**config.mk**
```make
export PLATFORM = sky130hd
export DESIGN_NAME = rgb_to_hsv_converter
export DESIGN_NICKNAME = d
export VERILOG_FILES = /design/src/sv/rhsv_pkg.sv /design/src/sv/rhsv_front.sv /design/src/sv/rhsv_divider.sv /design/src/sv/rhsv_back.sv /design/src/sv/rgb_to_hsv_converter.sv
export SDC_FILE = /design/constraint.sdc
export NUM_CORES = 2
export LEC_CHECK = 0
export ABC_AREA = 1
export ABC_CLOCK_PERIOD_IN_PS = 17200
export BUFFER_PORTS_ARGS = -buffer_cell sky130_fd_sc_hd__buf_2
export CAP_MARGIN = 10
export CORE_ASPECT_RATIO = 0.8
export CORE_MARGIN = 3
export CORE_UTILIZATION = 45
export CTS_BUF_LIST = sky130_fd_sc_hd__clkbuf_16
export CTS_CLUSTER_DIAMETER = 50
export DETAILED_ROUTE_END_ITERATION = 10
export SLEW_MARGIN = 20
export SYNTH_ARGS = -nofsm -noshare
export SYNTH_HDL_FRONTEND = slang
export SYNTH_HIERARCHICAL = 1
export SYNTH_SLANG_ARGS = --single-unit
```
**constraint.sdc**
```tcl
create_clock -name clk -period 17.2 [get_ports clk]
set_input_delay 3.44 -clock clk [delete_from_list [all_inputs] [get_ports clk]]
set_output_delay 3.44 -clock clk [all_outputs]
set_load 0.02 [all_outputs]
```
**src/sv/rhsv_pkg.sv**
```systemverilog
// Shared widths, constants and pipeline lane types for the RGB to HSV converter.
package rhsv_pkg;

	localparam int CH_W   = 8;
	localparam int HUE_W  = 15;
	localparam int HQ_W   = 12;
	localparam int SQ_W   = 8;
	localparam int HREM_W = 20;
	localparam int SREM_W = 16;

	// One quotient bit of the hue divide per stage; saturation bits ride in the last stages.
	localparam int DIV_STAGES = HQ_W;

	localparam int HUE_PER_DEG = 64;

	localparam logic [HUE_W-1:0] HUE_TURN  = HUE_W'(360 * HUE_PER_DEG);
	localparam logic [HUE_W-1:0] HUE_GREEN = HUE_W'(120 * HUE_PER_DEG);
	localparam logic [HUE_W-1:0] HUE_BLUE  = HUE_W'(240 * HUE_PER_DEG);

	typedef enum logic [1:0] {
		SECT_RED,
		SECT_GREEN,
		SECT_BLUE
	} sector_t;

	typedef struct packed {
		logic [HREM_W-1:0] hrem;
		logic [HQ_W-1:0]   hq;
		logic [SREM_W-1:0] srem;
		logic [SQ_W-1:0]   sq;
		logic [CH_W-1:0]   hdiv;
		logic [CH_W-1:0]   sdiv;
		logic              neg;
		sector_t           sector;
	} div_lane_t;

endpackage

```
**src/sv/rhsv_front.sv**
```systemverilog
// Front end: channel max/min, sector pick, signed hue numerator and divider operands.
module rhsv_front (
	input  logic                    clk,
	input  logic                    arst_n,
	input  logic                    en,
	input  logic                    in_valid,
	input  logic [7:0]              red,
	input  logic [7:0]              green,
	input  logic [7:0]              blue,
	output logic                    out_valid,
	output rhsv_pkg::div_lane_t     out_lane
);
	import rhsv_pkg::*;

	logic [CH_W-1:0] top;
	logic [CH_W-1:0] bottom;
	sector_t         sector;

	logic            vld_s1;
	logic [CH_W-1:0] red_s1;
	logic [CH_W-1:0] green_s1;
	logic [CH_W-1:0] blue_s1;
	logic [CH_W-1:0] top_s1;
	logic [CH_W-1:0] bottom_s1;
	sector_t         sector_s1;

	logic [CH_W-1:0] delta;
	logic [CH_W:0]   num;
	logic [CH_W:0]   mag;
	logic [CH_W-1:0] mag8;
	div_lane_t       lane;

	logic            vld_s2;
	div_lane_t       lane_s2;

	always_comb begin
		top    = red;
		bottom = red;
		if (green > top)
			top = green;
		if (blue > top)
			top = blue;
		if (green < bottom)
			bottom = green;
		if (blue < bottom)
			bottom = blue;
		// ties: red wins over green, green over blue
		if (top == red)
			sector = SECT_RED;
		else if (top == green)
			sector = SECT_GREEN;
		else
			sector = SECT_BLUE;
	end

	always_ff @(posedge clk or negedge arst_n) begin
		if (!arst_n)
			vld_s1 <= 1'b0;
		else if (en)
			vld_s1 <= in_valid;
	end

	always_ff @(posedge clk) begin
		if (en) begin
			red_s1    <= red;
			green_s1  <= green;
			blue_s1   <= blue;
			top_s1    <= top;
			bottom_s1 <= bottom;
			sector_s1 <= sector;
		end
	end

	always_comb begin
		delta = top_s1 - bottom_s1;
		case (sector_s1)
			SECT_RED:   num = {1'b0, green_s1} - {1'b0, blue_s1};
			SECT_GREEN: num = {1'b0, blue_s1} - {1'b0, red_s1};
			SECT_BLUE:  num = {1'b0, red_s1} - {1'b0, green_s1};
			default:    num = '0;
		endcase
		mag  = num[CH_W] ? (~num + 1'b1) : num;
		mag8 = mag[CH_W-1:0];

		lane        = '0;
		// 3840 * |num| and 255 * delta as shift-and-subtract
		lane.hrem   = {mag8, 12'd0} - {4'd0, mag8, 8'd0};
		lane.srem   = {delta, 8'd0} - {8'd0, delta};
		lane.hdiv   = delta;
		lane.sdiv   = top_s1;
		lane.neg    = num[CH_W];
		lane.sector = sector_s1;
	end

	always_ff @(posedge clk or negedge arst_n) begin
		if (!arst_n)
			vld_s2 <= 1'b0;
		else if (en)
			vld_s2 <= vld_s1;
	end

	always_ff @(posedge clk) begin
		if (en)
			lane_s2 <= lane;
	end

	assign out_valid = vld_s2;
	assign out_lane  = lane_s2;

endmodule

```
**src/sv/rhsv_divider.sv**
```systemverilog
// Pipelined restoring dividers: a hue quotient bit per stage, plus a saturation bit in the last eight.
module rhsv_divider (
	input  logic                    clk,
	input  logic                    arst_n,
	input  logic                    en,
	input  logic                    in_valid,
	input  rhsv_pkg::div_lane_t     in_lane,
	output logic                    out_valid,
	output rhsv_pkg::div_lane_t     out_lane
);
	import rhsv_pkg::*;

	logic [DIV_STAGES-1:0] vld_s;
	logic [DIV_STAGES-1:0] vld_in;
	div_lane_t             pipe_s [DIV_STAGES];
	div_lane_t             lane_in [DIV_STAGES];
	div_lane_t             lane_nxt [DIV_STAGES];

	genvar k;
	generate
		for (k = 0; k < DIV_STAGES; k++) begin : g_stage
			localparam int QB = DIV_STAGES - 1 - k;

			logic [HREM_W-1:0] hshift;

			if (k == 0) begin : g_first
				assign lane_in[k] = in_lane;
				assign vld_in[k]  = in_valid;
			end else begin : g_next
				assign lane_in[k] = pipe_s[k-1];
				assign vld_in[k]  = vld_s[k-1];
			end

			assign hshift = HREM_W'(lane_in[k].hdiv) << QB;

			if (QB < SQ_W) begin : g_sat
				logic [SREM_W-1:0] sshift;

				assign sshift = SREM_W'(lane_in[k].sdiv) << QB;

				always_comb begin
					lane_nxt[k] = lane_in[k];
					if (lane_in[k].hrem >= hshift) begin
						lane_nxt[k].hrem   = lane_in[k].hrem - hshift;
						lane_nxt[k].hq[QB] = 1'b1;
					end
					if (lane_in[k].srem >= sshift) begin
						lane_nxt[k].srem   = lane_in[k].srem - sshift;
						lane_nxt[k].sq[QB] = 1'b1;
					end
				end
			end else begin : g_hue_only
				always_comb begin
					lane_nxt[k] = lane_in[k];
					if (lane_in[k].hrem >= hshift) begin
						lane_nxt[k].hrem   = lane_in[k].hrem - hshift;
						lane_nxt[k].hq[QB] = 1'b1;
					end
				end
			end

			always_ff @(posedge clk or negedge arst_n) begin
				if (!arst_n)
					vld_s[k] <= 1'b0;
				else if (en)
					vld_s[k] <= vld_in[k];
			end

			always_ff @(posedge clk) begin
				if (en)
					pipe_s[k] <= lane_nxt[k];
			end
		end
	endgenerate

	assign out_valid = vld_s[DIV_STAGES-1];
	assign out_lane  = pipe_s[DIV_STAGES-1];

endmodule

```
**src/sv/rhsv_back.sv**
```systemverilog
// Back end: sign and sector offset on the hue quotient, grey and black cases, output register.
module rhsv_back (
	input  logic                    clk,
	input  logic                    arst_n,
	input  logic                    en,
	input  logic                    in_valid,
	input  rhsv_pkg::div_lane_t     in_lane,
	output logic                    out_valid,
	output logic [14:0]             hue,
	output logic [7:0]              saturation,
	output logic [7:0]              brightness
);
	import rhsv_pkg::*;

	logic [HUE_W-1:0] base;
	logic [HUE_W-1:0] frac;
	logic [HUE_W-1:0] hue_d;
	logic [SQ_W-1:0]  sat_d;

	logic             vld_s15;
	logic [HUE_W-1:0] hue_s15;
	logic [SQ_W-1:0]  sat_s15;
	logic [CH_W-1:0]  bright_s15;

	always_comb begin
		case (in_lane.sector)
			// negative red-sector hue wraps up below a full turn
			SECT_RED:   base = in_lane.neg ? HUE_TURN : '0;
			SECT_GREEN: base = HUE_GREEN;
			SECT_BLUE:  base = HUE_BLUE;
			default:    base = '0;
		endcase
		frac  = HUE_W'(in_lane.hq);
		hue_d = in_lane.neg ? (base - frac) : (base + frac);
		if (in_lane.hdiv == '0)
			hue_d = '0;
		sat_d = (in_lane.sdiv == '0) ? '0 : in_lane.sq;
	end

	always_ff @(posedge clk or negedge arst_n) begin
		if (!arst_n)
			vld_s15 <= 1'b0;
		else if (en)
			vld_s15 <= in_valid;
	end

	always_ff @(posedge clk) begin
		if (en) begin
			hue_s15    <= hue_d;
			sat_s15    <= sat_d;
			bright_s15 <= in_lane.sdiv;
		end
	end

	assign out_valid  = vld_s15;
	assign hue        = hue_s15;
	assign saturation = sat_s15;
	assign brightness = bright_s15;

endmodule

```
**src/sv/rgb_to_hsv_converter.sv**
```systemverilog
// RGB to HSV converter top level: front end, divider pipeline and output stage.
//
// Input channel: pixel_valid / pixel_stall with red, green, blue (8 bits each).
// Output channel: hsv_valid / hsv_stall with hue (degrees * 64, 0..23039),
// saturation (0..255) and brightness (the largest channel).
// A transaction moves when valid is high and stall is low at a rising clk edge.
//
// The pipeline has two front stages (max/min, then numerator and divider
// operands), twelve restoring-divide stages that each settle one hue quotient
// bit (the last eight also settle one saturation bit), and the output register.
// Throughput is one pixel per cycle unless stalled; the divide sets the depth.
//
// The whole pipeline advances on one enable. While hsv_valid is high and
// hsv_stall is high, every stage holds and pixel_stall is raised; empty slots
// never block, so pixel_stall is low whenever the output register is empty.
// Reset (arst_n low) clears all stage valid bits; no results are pending after.
module rgb_to_hsv_converter (
	input  logic        clk,
	input  logic        arst_n,
	input  logic        pixel_valid,
	output logic        pixel_stall,
	input  logic [7:0]  red,
	input  logic [7:0]  green,
	input  logic [7:0]  blue,
	output logic        hsv_valid,
	input  logic        hsv_stall,
	output logic [14:0] hue,
	output logic [7:0]  saturation,
	output logic [7:0]  brightness
);
	import rhsv_pkg::*;

	logic      en;
	logic      front_valid;
	div_lane_t front_lane;
	logic      div_valid;
	div_lane_t div_lane;

	// hold every stage while the finished result waits
	assign en          = !(hsv_valid && hsv_stall);
	assign pixel_stall = !en;

	rhsv_front u_front (
		.clk       (clk),
		.arst_n    (arst_n),
		.en        (en),
		.in_valid  (pixel_valid),
		.red       (red),
		.green     (green),
		.blue      (blue),
		.out_valid (front_valid),
		.out_lane  (front_lane)
	);

	rhsv_divider u_divider (
		.clk       (clk),
		.arst_n    (arst_n),
		.en        (en),
		.in_valid  (front_valid),
		.in_lane   (front_lane),
		.out_valid (div_valid),
		.out_lane  (div_lane)
	);

	rhsv_back u_back (
		.clk        (clk),
		.arst_n     (arst_n),
		.en         (en),
		.in_valid   (div_valid),
		.in_lane    (div_lane),
		.out_valid  (hsv_valid),
		.hue        (hue),
		.saturation (saturation),
		.brightness (brightness)
	);

	a_hue_range: assert property (@(posedge clk) disable iff (!arst_n)
		hsv_valid |-> hue < HUE_TURN)
		else $error("hue out of range");

	a_black_unsaturated: assert property (@(posedge clk) disable iff (!arst_n)
		hsv_valid && brightness == '0 |-> saturation == '0 && hue == '0)
		else $error("black pixel with nonzero saturation or hue");

	a_grey_no_hue: assert property (@(posedge clk) disable iff (!arst_n)
		hsv_valid && saturation == '0 |-> hue == '0)
		else $error("grey pixel with nonzero hue");

	a_hold_on_stall: assert property (@(posedge clk) disable iff (!arst_n)
		hsv_valid && hsv_stall |=> hsv_valid && $stable(hue) && $stable(saturation)
			&& $stable(brightness))
		else $error("stalled transaction changed");

endmodule

```
* Yosys cells after proc, flatten, opt, wreduce, memory -nomap -nowiden *
Memories as Yosys holds them, arrays and structs flattened.
Cells that the tools add are included.

storage, ports and cells
  logic and storage cells = 145
  memories kept = 1
  input bits = 28
  memory bits (writable) = 900
  register bits = 143

memory list
  name              depth  width  read ports  clocked after memory_dff  write ports  RTL line            source
  u_divider.pipe_s  12     75     12          0                         12           rhsv_divider.sv:15  div_lane_t pipe_s [DIV_STAGES];

operators by class
  add/sub/neg operators = 29
  magnitude comparators = 24
  equal/unequal tests = 6
  bitwise logic cells = 1
  reductions and logical operators = 5
  muxes and demuxes = 49

operator list
  cell                                              number
  20-bit two-way mux                                11
  16-bit two-way mux                                7
  15-bit case mux with 3 select lines               1
  8-bit two-way mux                                 5
  20-bit by 16-bit subtractor with 20-bit output    2
  16-bit by 8-bit subtractor with 16-bit output     2
  15-bit two-way mux                                2
  9-bit case mux with 3 select lines                1
  8-bit by 8-bit subtractor with 9-bit output       3
  21-bit two-way mux                                1
  20-bit by 10-bit >= comparator with 1-bit output  1
  20-bit by 11-bit >= comparator with 1-bit output  1
  20-bit by 12-bit >= comparator with 1-bit output  1
  20-bit by 13-bit >= comparator with 1-bit output  1
  20-bit by 14-bit >= comparator with 1-bit output  1
  20-bit by 15-bit >= comparator with 1-bit output  1
  20-bit by 16-bit >= comparator with 1-bit output  1
  20-bit by 17-bit >= comparator with 1-bit output  1
  20-bit by 18-bit >= comparator with 1-bit output  1
  20-bit by 19-bit >= comparator with 1-bit output  1
  20-bit by 8-bit >= comparator with 1-bit output   1
  20-bit by 9-bit >= comparator with 1-bit output   1
  20-bit by 10-bit subtractor with 20-bit output    1
  20-bit by 11-bit subtractor with 20-bit output    1
  40 further kinds                                  65

* Depth between registers and ports, before layout *
  word-level depth = 6
  mapped depth = 31

* Modules after synthesis *
The synthesis kept the hierarchy.

modules (own cells, without submodules)
  module                area an instance (µm²)  instances  cells an instance
  rhsv_divider          43440.4                 1          4122
  rhsv_front            6774.0                  1          816
  rhsv_back             2064.5                  1          246
  rgb_to_hsv_converter  10.0                    1          2

* Least setup slack after synthesis *
No wires, ideal clock.

  path type = input port to output port
  start point = input port hsv_stall
  end point = output port pixel_stall
  slack = -2.577 ns
  data arrival time = 16.337 ns
  buffers on the path = 0
  data required time = 13.760 ns
  cell stages on the path = 2
  cells stage by stage = nand2_2 -> inv_2

between the ends
  cells in the longest elaborated chain, start to end = 1

RTL lines
  what               RTL line                    source
  from (decl)        rgb_to_hsv_converter.sv:26  input logic hsv_stall,
  1-bit logical AND  rgb_to_hsv_converter.sv:40  assign en = !(hsv_valid && hsv_stall);
  to (decl)          rgb_to_hsv_converter.sv:21  output logic pixel_stall,

No other way between the ends.

* Final worst setup path *
Ends and elaborated chain as after synthesis.

==> metrics.yaml <==
clkTransAtPathRegs_ns: 0.06
io_pins: 61
fin_crit_sh_pct: 44.8
worst_setup_path_end_kind: "output port"
switching_share_pct: 39.4
grtUsageTotal_pct: 16.3
cts_root_buf: "clkbuf_16"
diodes: 0
syn-instance-count: 4863
drv_slew: 0
syn_area_per_cell_um2: 10.3
total_leakage_power_nw: 24.2
layout.area.seq_mm2: 0.0299
reg2reg_from: "u_front/red_s1[0]$_DFFE_PP_"
intPower_w: 0.00776
setup_tns_ns: 0
cts_sinks: 998
worstPathArrival_ns: 4.27
cap_violations: 0
htree_levels: 3
place_congestion: 0.868
met1Wirelength_mm: 44.3
multiInputGateArea_mm2: 0.0168
dp_hpwl_mm: 68.0
final_common_cell: "nand2_1"
placement_rows: 108
cts_hold_buf: 0
wl_per_cell_um: 14.2
dieArea_mm2: 0.115
rsz0062_at_grt: "false"
period_needed_ns: 7.71
postCtsSetupBuffers: 0
first_pass_iters: 6
critPathRequiredTime_ns: 13.76
status: "finished, final reports clean"
vias: 31500
power_frac_seq_pct: 38.9
grt_pass1_wl_mm: 154
combPwrFrac_pct: 42.2
n_fill_cell: 9771
powerDensity_mw_per_mm2: 230
fmax_mhz: 130
tightest_slew_ns: 0.991
drc: 0
io_buffers: 60
finalPower_w: 0.0128
grt_max_degree: 168
max-vdd-ir-drop_mv: 0.118
clock_latency_ns: 0.73
hold_violations: 0
hold_slack_ns: 0.403
drive_above_1_share_pct: 9.84
drt_iter0_drc: 1704
yosys_warnings: 6
final_antenna_net_count: 0
routed.top_layer: "met4"
mostFrequentLayoutCells: "nand2_1 (1,305), edfxtp_1 (983), inv_1 (718)"
clockBufferDepth: 3
start_kind: "primary input"
cts_resized: 0
drt_wl_total_mm: 93.1
setup_violations: 0
grt_pass1_vias: 30800
initial_utilization_pct: 45.7
gr-total-overflow: 0
worstPathMaxFanout: 68
antenna_found_initial: 1
cts_tree: "done"
hold_class: "flop to flop"
core_mm2: 0.109
cts_made_buffers: 114
avgViaCountPerCell: 4.82
num-nets-final: 5302
power.share.clock_pct: 18.9
areaGrowthSynthToFinish_pct: 11.3
p_switching_w: 0.00505
hp-start: "u_divider/pipe_s[0][175]$_DFFE_PP_"
finalClockSkew_ns: 0.0350
route.met2.wl_mm: 42.5
die_x_um: 378
met3_length_mm: 3.60
synth_area_mm2: 0.0499
cp-startpoint: "hsv_stall"
chipHeight_um: 304
slew_headroom_pct: 33.9
crit_type: "primary input to output port"
## final timing paths
check                                                          end  slack (ns)  cells past startpoint
worst min-delay path            u_divider/pipe_s[0][250]$_DFFE_PP_        0.40                      0
min in group asynchronous             u_back/out_valid$_DFFE_PN0P_        2.63                      1
max in group asynchronous          u_divider/vld_in[7]$_DFFE_PN0P_       14.30                      1
worst min register to register  u_divider/pipe_s[0][250]$_DFFE_PP_        0.40                      0
worst max-delay path                                   pixel_stall        9.49                      4
worst max register to register      u_front/out_lane[72]$_DFFE_PP_       13.24                     21
## power by group through the flow
stage	logic, W	registers (W)	clock network (W)
final	0.00541	0.00499	0.00242
after global routing	0.00625	0.00513	0.00260
after CTS	0.00543	0.00501	0.00250
after detailed placement	0.00541	0.00505	0
after global placement	0.00533	0.00503	0
after floorplan	0.00428	0.00501	0
## cell type report
cell class	count	area share, %
multi-input combinational	3074	30.3
sequential	998	53.8
timing repair buffer	73	0.738
clock buffer	115	5.18
inverter	757	5.11
clock inverter	97	1.71
tap	1430	3.22
## state kept, by name, indices dropped and copies added (netlist names), 11 cells and up
name / cells
u_front/out_lane: 46
u_back/hue: 15
u_divider/pipe_s: 864
u_divider/vld_in: 11
## layer usage
metal  up-vias  global-route usage [%]
met4         0                    5.47
met5         -                       0
met2       483                    26.3
met1     14400                    22.2
li1      16500                       -
met3       166                    3.16
## worst max-delay path, cell delays in order
cell and delay (ns):
buf_2 0.13, nand2_8 0.36, inv_2 0.05, buf_2 0.18
## stage by stage
stage               worst slack [ns]  utilization (%)  instance area, um2  cells
detailed placement              9.22             47.4               51800   6332
global placement                9.15             47.4               51800   6332
finish                          9.49             50.9               55600   6544
CTS                             9.48             50.9               55600   6544
global route                    9.42             50.9               55600   6544
floorplan                       3.23                -               50000   4890
(Power assumes the default switching activity.)
